--- src/hdl/kpi_pkg.sv ---
// Shared constants, types and helper functions of the keyframe pose interpolator.
package kpi_pkg;

    // Storage geometry
    localparam int MOTIONS    = 8;
    localparam int KEYS       = 8;
    localparam int PARTS      = 16;
    localparam int FRAME_BITS = 12;
    localparam int CHANNELS   = 6;
    localparam int POS_CH     = 3;
    localparam int MAX_OUT    = 16;
    localparam int NP_MAX     = (PARTS < MAX_OUT) ? PARTS : MAX_OUT;

    localparam int MOT_W  = (MOTIONS > 1) ? $clog2(MOTIONS) : 1;
    localparam int KEY_W  = $clog2(KEYS);
    localparam int PART_W = (PARTS > 1) ? $clog2(PARTS) : 1;
    localparam int CH_W   = $clog2(CHANNELS);
    localparam int FW     = FRAME_BITS;

    // Datapath widths: difference, product and value
    localparam int DW = (FRAME_BITS + 20 > 34) ? FRAME_BITS + 20 : 34;
    localparam int PW = DW + FW + 1;
    localparam int VW = PW;
    localparam int DCNT_W = $clog2(PW);

    // Memory depths
    localparam int KS_DEPTH = MOTIONS * KEYS * PARTS * CHANNELS;
    localparam int FR_DEPTH = MOTIONS * KEYS;
    localparam int OF_DEPTH = PARTS * CHANNELS;
    localparam int KS_AW    = $clog2(KS_DEPTH);
    localparam int FR_AW    = $clog2(FR_DEPTH);
    localparam int OF_AW    = $clog2(OF_DEPTH);

    typedef logic signed [VW-1:0] t_val;
    typedef logic signed [DW-1:0] t_diff;
    typedef logic signed [PW-1:0] t_prod;
    typedef logic [PW-1:0]        t_mag;
    typedef logic [FW-1:0]        t_frm;
    typedef logic [FW:0]          t_frm_x;
    typedef logic [DCNT_W-1:0]    t_dcnt;
    typedef logic [MOT_W-1:0]     t_mot;
    typedef logic [KEY_W-1:0]     t_key;
    typedef logic [KEY_W:0]       t_nkey;
    typedef logic [PART_W-1:0]    t_part;
    typedef logic [PART_W:0]      t_npart;
    typedef logic [CH_W-1:0]      t_ch;
    typedef logic [KS_AW-1:0]     t_ks_addr;
    typedef logic [FR_AW-1:0]     t_fr_addr;
    typedef logic [OF_AW-1:0]     t_of_addr;

    // Request codes
    localparam logic [2:0] REQ_KEY_VAL = 3'd0;
    localparam logic [2:0] REQ_KEY_FRM = 3'd1;
    localparam logic [2:0] REQ_OFFSET  = 3'd2;
    localparam logic [2:0] REQ_START   = 3'd3;
    localparam logic [2:0] REQ_TICK    = 3'd4;

    // Configuration register indexes
    localparam logic [0:0] CFG_KEYS  = 1'd0;
    localparam logic [0:0] CFG_PARTS = 1'd1;

    // Interpolation unit request and response
    typedef struct packed {
        logic go;
        t_val a;
        t_val b;
        t_frm num;
        t_frm den;
    } t_lerp_req;

    typedef struct packed {
        logic done;
        t_val res;
    } t_lerp_rsp;

    function automatic t_ks_addr ks_addr(int unsigned m, int unsigned k,
                                         int unsigned p, int unsigned ch);
        return t_ks_addr'(((m * KEYS + k) * PARTS + p) * CHANNELS + ch);
    endfunction

    function automatic t_fr_addr fr_addr(int unsigned m, int unsigned k);
        return t_fr_addr'(m * KEYS + k);
    endfunction

    function automatic t_of_addr of_addr(int unsigned p, int unsigned ch);
        return t_of_addr'(p * CHANNELS + ch);
    endfunction

    // Sign-extend a stored word: full word for positions, low half for angles
    function automatic t_val ext_chan(logic [31:0] u, logic ang);
        t_val r;
        if (ang) begin
            r = t_val'($signed(u[15:0]));
        end else begin
            r = t_val'($signed(u));
        end
        return r;
    endfunction

    function automatic logic signed [31:0] sat32(t_val v);
        logic signed [31:0] r;
        r = v[31:0];
        if (!v[VW-1] && (|v[VW-2:31])) begin
            r = 32'sh7FFF_FFFF;
        end else if (v[VW-1] && !(&v[VW-2:31])) begin
            r = 32'sh8000_0000;
        end
        return r;
    endfunction

    // Next key, wrapped to the number of keys in use
    function automatic t_key key_next(t_key k, t_nkey n);
        t_nkey x;
        x = t_nkey'(k) + t_nkey'(1);
        for (int i = 0; i < KEYS; i++) begin
            if (x >= n) begin
                x = x - n;
            end
        end
        return t_key'(x);
    endfunction

endpackage

--- src/hdl/kpi_lerp.sv ---
// Multi-cycle linear interpolation unit: a + (b - a) * num / den, truncated toward zero.
module kpi_lerp (
    input  logic                i_clk,
    input  logic                i_rst_n,
    input  kpi_pkg::t_lerp_req  i_req,
    output kpi_pkg::t_lerp_rsp  o_rsp
);

    typedef enum logic [4:0] {
        L_IDLE = 5'b00001,
        L_MUL  = 5'b00010,
        L_ABS  = 5'b00100,
        L_DIV  = 5'b01000,
        L_FIN  = 5'b10000
    } t_lstate;

    t_lstate r_state, n_state;

    kpi_pkg::t_val  r_a;
    kpi_pkg::t_diff r_diff;
    kpi_pkg::t_frm  r_num;
    kpi_pkg::t_frm  r_den;
    kpi_pkg::t_prod r_prod;
    kpi_pkg::t_mag  r_mag;
    kpi_pkg::t_frm  r_rem;
    logic           r_neg;
    kpi_pkg::t_dcnt r_cnt;

    kpi_pkg::t_frm_x rem_sh;
    logic            rem_ge;
    kpi_pkg::t_frm   rem_nx;
    kpi_pkg::t_prod  quo;

    // One restoring division step
    always_comb begin
        rem_sh = {r_rem, r_mag[kpi_pkg::PW-1]};
        rem_ge = (rem_sh >= {1'b0, r_den});
        rem_nx = rem_ge ? kpi_pkg::t_frm'(rem_sh - {1'b0, r_den})
                        : kpi_pkg::t_frm'(rem_sh);
        quo    = kpi_pkg::t_prod'(r_mag);
    end

    // Sequence multiply, magnitude, divide, finish
    always_comb begin
        n_state = r_state;
        case (r_state)
            L_IDLE: begin
                if (i_req.go) begin
                    n_state = L_MUL;
                end
            end
            L_MUL: n_state = L_ABS;
            L_ABS: n_state = L_DIV;
            L_DIV: begin
                if (r_cnt == kpi_pkg::t_dcnt'(kpi_pkg::PW - 1)) begin
                    n_state = L_FIN;
                end
            end
            L_FIN: n_state = L_IDLE;
            default: n_state = L_IDLE;
        endcase
    end

    always_ff @(posedge i_clk) begin
        if (!i_rst_n) begin
            r_state <= L_IDLE;
        end else begin
            r_state <= n_state;
        end
    end

    // Datapath
    always_ff @(posedge i_clk) begin
        case (r_state)
            L_IDLE: begin
                r_a    <= i_req.a;
                r_diff <= kpi_pkg::t_diff'(i_req.b - i_req.a);
                r_num  <= i_req.num;
                r_den  <= i_req.den;
            end
            L_MUL: begin
                r_prod <= kpi_pkg::t_prod'(r_diff * $signed({1'b0, r_num}));
            end
            L_ABS: begin
                r_neg <= r_prod[kpi_pkg::PW-1];
                r_mag <= r_prod[kpi_pkg::PW-1] ? kpi_pkg::t_mag'(-r_prod)
                                               : kpi_pkg::t_mag'(r_prod);
                r_rem <= '0;
                r_cnt <= '0;
            end
            L_DIV: begin
                r_rem <= rem_nx;
                r_mag <= {r_mag[kpi_pkg::PW-2:0], rem_ge};
                r_cnt <= r_cnt + kpi_pkg::t_dcnt'(1);
            end
            default: begin
            end
        endcase
    end

    assign o_rsp.done = (r_state == L_FIN);
    assign o_rsp.res  = r_neg ? (r_a - quo) : (r_a + quo);

endmodule

--- config.mk ---
export PLATFORM = sky130hd
export DESIGN_NAME = kpi_lerp
export DESIGN_NICKNAME = d
export VERILOG_FILES = /design/src/hdl/kpi_pkg.sv /design/src/hdl/kpi_lerp.sv
export SDC_FILE = /design/constraint.sdc
export NUM_CORES = 2
export LEC_CHECK = 0
export BUFFER_PORTS_ARGS = -buffer_cell sky130_fd_sc_hd__clkbuf_2
export CAP_MARGIN = 20
export CORE_ASPECT_RATIO = 1.5
export CORE_MARGIN = 5
export CORE_UTILIZATION = 35
export CTS_CLUSTER_SIZE = 16
export DETAILED_ROUTE_END_ITERATION = 6
export SLEW_MARGIN = 20
export SYNTH_ARGS = -nofsm -noshare
export SYNTH_HDL_FRONTEND = slang
export SYNTH_SLANG_ARGS = --single-unit
--- constraint.sdc ---
create_clock -name i_clk -period 5.45 [get_ports i_clk]
set_input_delay 0.2725 -clock i_clk [delete_from_list [all_inputs] [get_ports i_clk]]
set_output_delay 0.2725 -clock i_clk [all_outputs]
set_load 0.1 [all_outputs]
Word level (Yosys, flattened, before mapping)
Cells that the tools add are included.
{ "classes": {"addsub": 6, "mul": 1, "magnitude_cmp": 1, "n_eq_ne": 8, "n_mux": 9, "n_reduce_logical": 2} }
{ "op_table": {"columns": ["operator", "n"], "rows": [
  ["$mux 47", 2],
  ["$pmux 47 s2", 1],
  ["$add 47x47->47", 1],
  ["$mul 34x13->47", 1],
  ["$neg 47->47", 1],
  ["$sub 47x47->47", 1],
  ["$sub 34x34->34", 1],
  ["$pmux 12 s2", 1],
  ["$pmux 5 s4", 1],
  ["$ge 13x12->1", 1],
  ["$mux 12", 1],
  ["$pmux 6 s2", 1],
  ["$sub 12x12->12", 1],
  ["$mux 5", 2],
  ["$add 6x1->6 const B", 1],
  ["$eq 6x6->1 const B", 1],
  ["$eq 5x1->1 const B", 1],
  ["$eq 5x2->1 const B", 1],
  ["$eq 5x3->1 const B", 1],
  ["$eq 5x4->1 const B", 1],
  ["$eq 5x5->1 const B", 1],
  ["$ne 2x2->1 const B", 2],
  ["$reduce_and 2->1", 1],
  ["$reduce_bool 2->1", 1]
]} }
{ "totals": {"regBits": 223, "word_cells": 37} }

Longest topological paths before layout
{ "logic_depth": {"ltp_word": 3, "ltp_mapped": 24, "depth_no_buf": 21} }

Least setup slack after synthesis
No wires, ideal clock.
{ "synth_path": {"path_kind": "register -> output", "from": "register r_mag[3], in the netlist quo[3]", "to": "output port o_rsp[45] (netlist bit)", "t_arrival_ns": 5.692, "setup_slack_ns": -0.515, "stages_incl_launch_ff": 21, "path_buffers": 2, "cell_sequence": "edfxtp_1 > nor3_1 > nor4b_1 > nand2_1 > nor2_1 > and3_1 > nand3b_1 > nor2_1 > a21oi_1 > xnor2_1 > ha_1 > clkbuf_1 > and3_1 > and2_1 > clkbuf_1 > a31o_2 > a21o_1 > a21o_1 > a211oi_1 > o41ai_1 > xnor2_1"} }
{ "synth_lines": {"columns": ["element", "line_no", "rtl"], "rows": [
  ["from (decl)", "kpi_lerp.sv:24", "kpi_pkg::t_mag r_mag;"],
  ["from (signal assigned)", "kpi_lerp.sv:86", "r_mag <= r_prod[kpi_pkg::PW-1] ? kpi_pkg::t_mag'(-r_prod)"],
  ["from (signal assigned)", "kpi_lerp.sv:93", "r_mag <= {r_mag[kpi_pkg::PW-2:0], rem_ge};"],
  ["to (decl)", "kpi_lerp.sv:6", "output kpi_pkg::t_lerp_rsp o_rsp"]
]} }

Worst setup path in the final report
{ "layout_path": {"from": "register r_num[1]", "to": "register r_prod[40], data pin"} }
{ "layout_between": {"elab_chain_cells": 1} }
{ "layout_lines": {"columns": ["element", "line_no", "rtl"], "rows": [
  ["from (decl)", "kpi_lerp.sv:21", "kpi_pkg::t_frm r_num;"],
  ["from (signal assigned)", "kpi_lerp.sv:78", "r_num <= i_req.num;"],
  ["$mul 34x13->47", "kpi_lerp.sv:82", "r_prod <= kpi_pkg::t_prod'(r_diff * $signed({1'b0, r_num}));"],
  ["to (signal assigned)", "kpi_lerp.sv:82", null],
  ["to (decl)", "kpi_lerp.sv:23", "kpi_pkg::t_prod r_prod;"]
]} }
Every way passes these cells.
A chain may end at the register's enable or synchronous reset.

==> impl_metrics.ini <==
[critical_path]
worstPathRequired_ns = 5.76
r2r_end = r_prod[40]$_DFFE_PP_
crit_start = r_num[1]$_DFFE_PP_
timing.rr.start = r_num[1]$_DFFE_PP_
crit_arrival_ns = 6.08
r2r_slack_ns = -0.32
worst_r2r_path_depth = 24
critPathCapture = r_prod[40]$_DFFE_PP_
crit_path_max_fanout = 13
crit_path_start_kind = flip-flop
crit_path_end_kind = flip-flop
criticalPathCategory = reg2reg

[job]
drv_cap = 0

[floorplanning]
die_h_um = 359
num_rows = 128
start_util_pct = 35.1
io_pins = 169
core-area_um2 = 80900
die_area_um2 = 87000
die_w_um = 243

[run_status]
failed_checks = negative setup slack
status = complete, but fails checks

[yosys]
syn-cell-area_um2 = 28400
syn_area_per_cell_um2 = 9.20
synth_edf_count = 218
synth_flop_cell = edfxtp_1
synth_area_leader_cell = fa_1
synth-seq-cells = 223
async_reset_ff_share_pct = 0
synth.top_cell.area_share_pct = 25.5
synth-seq-area-share_pct = 23.4
postSynthCellCount = 3084
ys.warnings.count = 0
syn_nets = 3764
ys_types = 69
synthTopCellsByArea = fa_1 25%, edfxtp_1 23%, ha_1 8.7%

[timing]
tightest_slew_ns = 0.926
rsz0062_at_grt = true
layout_setup_ws_ns = -0.323
slew_headroom_pct = 38.3
fmax_mhz = 173
hold_viol_final = 0
period_share_pct = 106
skew_ns = 0.0142
period_needed_ns = 5.77
finalSetupViolCount = 20
final_max_slew_viol_count = 0

[detailed_routing]
vias = 22500
ant_nets = 0
drc = 0
post_drt_wl_per_cell_um = 16.8
drtIter0Drc = 772
wl_mm = 77.0
vias_per_cell = 4.89
drt_first_pass_iters = 5

[layout]
drive_gt1_share_pct = 20.6
nets = 4211
area_growth_pct = 26.0

[grt]
grt_pass1_wl_mm = 123
grt_max_degree = 96
antenna_found_initial = 4
grt_use_total_pct = 17.4
grt_pass1_vias = 23600
grt_overflow = 0

[place]
dpl.hpwl_mm = 63.5
post-place-ws_ns = -0.459
gp_congestion = 0.883
port_buffers = 155

[clock_tree]
htree_levels = 1
cts-buffers-inserted = 28
cts.sinks = 223
clk_latency_ns = 0.56
clockBufferDepth = 3
cts_tree = built
cts_root_buffer = clkbuf_16
clkSlewWorstSetupHoldPaths_ns = 0.06

[min_path]
hold_class = in2reg
cell usage after synthesis (all sizes together) (6+ instances only):
cell type	instances
nand2	327
inv	563
nand3	23
or2	10
nor4	13
a2111oi	8
o21a	16
o21bai	23
or3	17
nor3b	6
o31ai	17
nor2	166
nand3b	6
a211oi	12
edfxtp	218
clkbuf	117
or4	6
nand4	14
o41ai	12
and2	188
and3	14
xor2	87
xnor2	129
ha	198
nor3	42
a21oi	200
mux2i	11
nand2b	18
a31oi	18
nor2b	18
fa	361
o21ai	92
a21o	64
logic make-up (layout without fill, tap and decap cells):
kind of cell | after synthesis | in the layout | share of synthesized area, %
other cells | 0 | 1 | 0
flops | 223 | 223 | 23.4
fa+ha+maj | 559 | 559 | 34.2
buf+inv | 684 | 1153 | 9.07
simple gates | 881 | 881 | 15.1
xor+xnor | 216 | 216 | 6.67
mux | 12 | 12 | 0.428
compound gates | 509 | 509 | 11.2
sequential cells by signal, indices dropped and copies added, names as in the netlist, 6 cells and up:
signal  cells
quo        47
r_a        47
r_cnt       6
r_den      12
r_diff     34
r_num      12
r_prod     47
r_rem      12
per-layer routing:
| metal | vias to the layer above | global-route usage (%) | share of wire, % |
|---|---|---|---|
| met3 | 147 | 2.11 | 3.9 |
| met1 | 11000 | 19.8 | 39 |
| li1 | 10900 | - | - |
| met2 | 419 | 33.7 | 54 |
| met4 | 2 | 5.49 | 3.4 |
| met5 | - | 0 | 0.010 |
worst min path at each step:
stage | start | end | slack (ns) | cells after the start
4_1_cts | i_req[24] | r_diff[0]$_DFFE_PP_ | 0.11 | 4
3_3_place_gp | i_req[108] | r_a[37]$_DFFE_PP_ | 0.45 | 1
2_1_floorplan | i_req[71] | r_a[0]$_DFFE_PP_ | 0.37 | 0
5_1_grt | i_req[24] | r_diff[0]$_DFFE_PP_ | 0.17 | 4
6_report | i_req[118] | r_state[3]$_SDFFE_PN0P_ | 0.14 | 3
3_5_place_dp | i_req[1] | r_den[1]$_DFFE_PP_ | 0.45 | 1
area by class of cell:
cell class | instances | area, um2
fill | 7642 | 45100
multi-input combinational | 2177 | 20400
sequential | 223 | 6650
timing repair buffer | 538 | 4410
inverter | 563 | 2120
tap | 1040 | 1300
clock buffer | 35 | 748
clock inverter | 17 | 175
antenna | 1 | 2.50
critical path: stages, from the launching register on:
cell and delay [ns]:
edfxtp_1 0.37, buf_6 0.15, buf_12 0.14, buf_12 0.13, and2_4 0.13, fa_1 0.53, inv_1 0.05, fa_1 0.47
inv_1 0.05, fa_1 0.47, fa_1 0.49, inv_1 0.05, fa_1 0.49, inv_2 0.05, ha_4 0.25, a21o_1 0.16
a21o_1 0.17, a21o_1 0.19, a31oi_1 0.19, o21ai_1 0.13, o311a_1 0.34, nor2_4 0.15, buf_4 0.13, o31ai_4 0.06
xor2_1 0.16
repair_timing:
item,in CTS,in global routing
setup buffers,21,46
resized for setup,113,145
hold endpoints to repair,72,0
gates cloned,2,0
hold buffers,72,0
endpoints found under the setup margin,36,38
pin swaps,81,101
stage by stage:
stage | TNS [ns] | std cells | utilization, % | hold WS [ns] | area, um2
2_1_floorplan | 0 | 3084 | - | 0.371 | 28500
3_3_place_gp | -5.25 | 4402 | 40.1 | 0.450 | 32400
3_5_place_dp | -6.53 | 4402 | 40.1 | 0.451 | 32400
4_1_cts | -2.40 | 4548 | 43.0 | 0.112 | 34800
5_1_grt | -7.93 | 4593 | 44.2 | 0.171 | 35800
6_report | -3.63 | 4594 | 44.2 | 0.144 | 35800
cell usage in the layout (no fill, tap or decap), types with 11 or more instances in the layout:
master,n
ha_1,161
nand2_1,320
nand3_1,20
mux2i_1,11
clkbuf_2,140
o31ai_1,13
and3_1,12
nor4_1,11
a21oi_1,170
nand4_1,14
edfxtp_1,218
fa_1,355
nor2_1,160
ha_4,28
and2_1,172
nor2b_1,14
xor2_1,83
clkbuf_16,30
o21ai_1,11
and2_4,16
buf_4,271
inv_1,538
nor3_1,36
nand2b_1,18
inv_2,24
xnor2_1,120
or3_1,13
buf_6,20
a31oi_1,13
buf_12,32
dlygate4sd3_1,72
a21o_1,64
a21oi_2,24
o21ai_0,72
o21a_1,16
o21bai_1,23
Power is left out: the tool's default activity adds up to more than one toggle a clock period on the data nets, which glitch-free logic cannot reach.
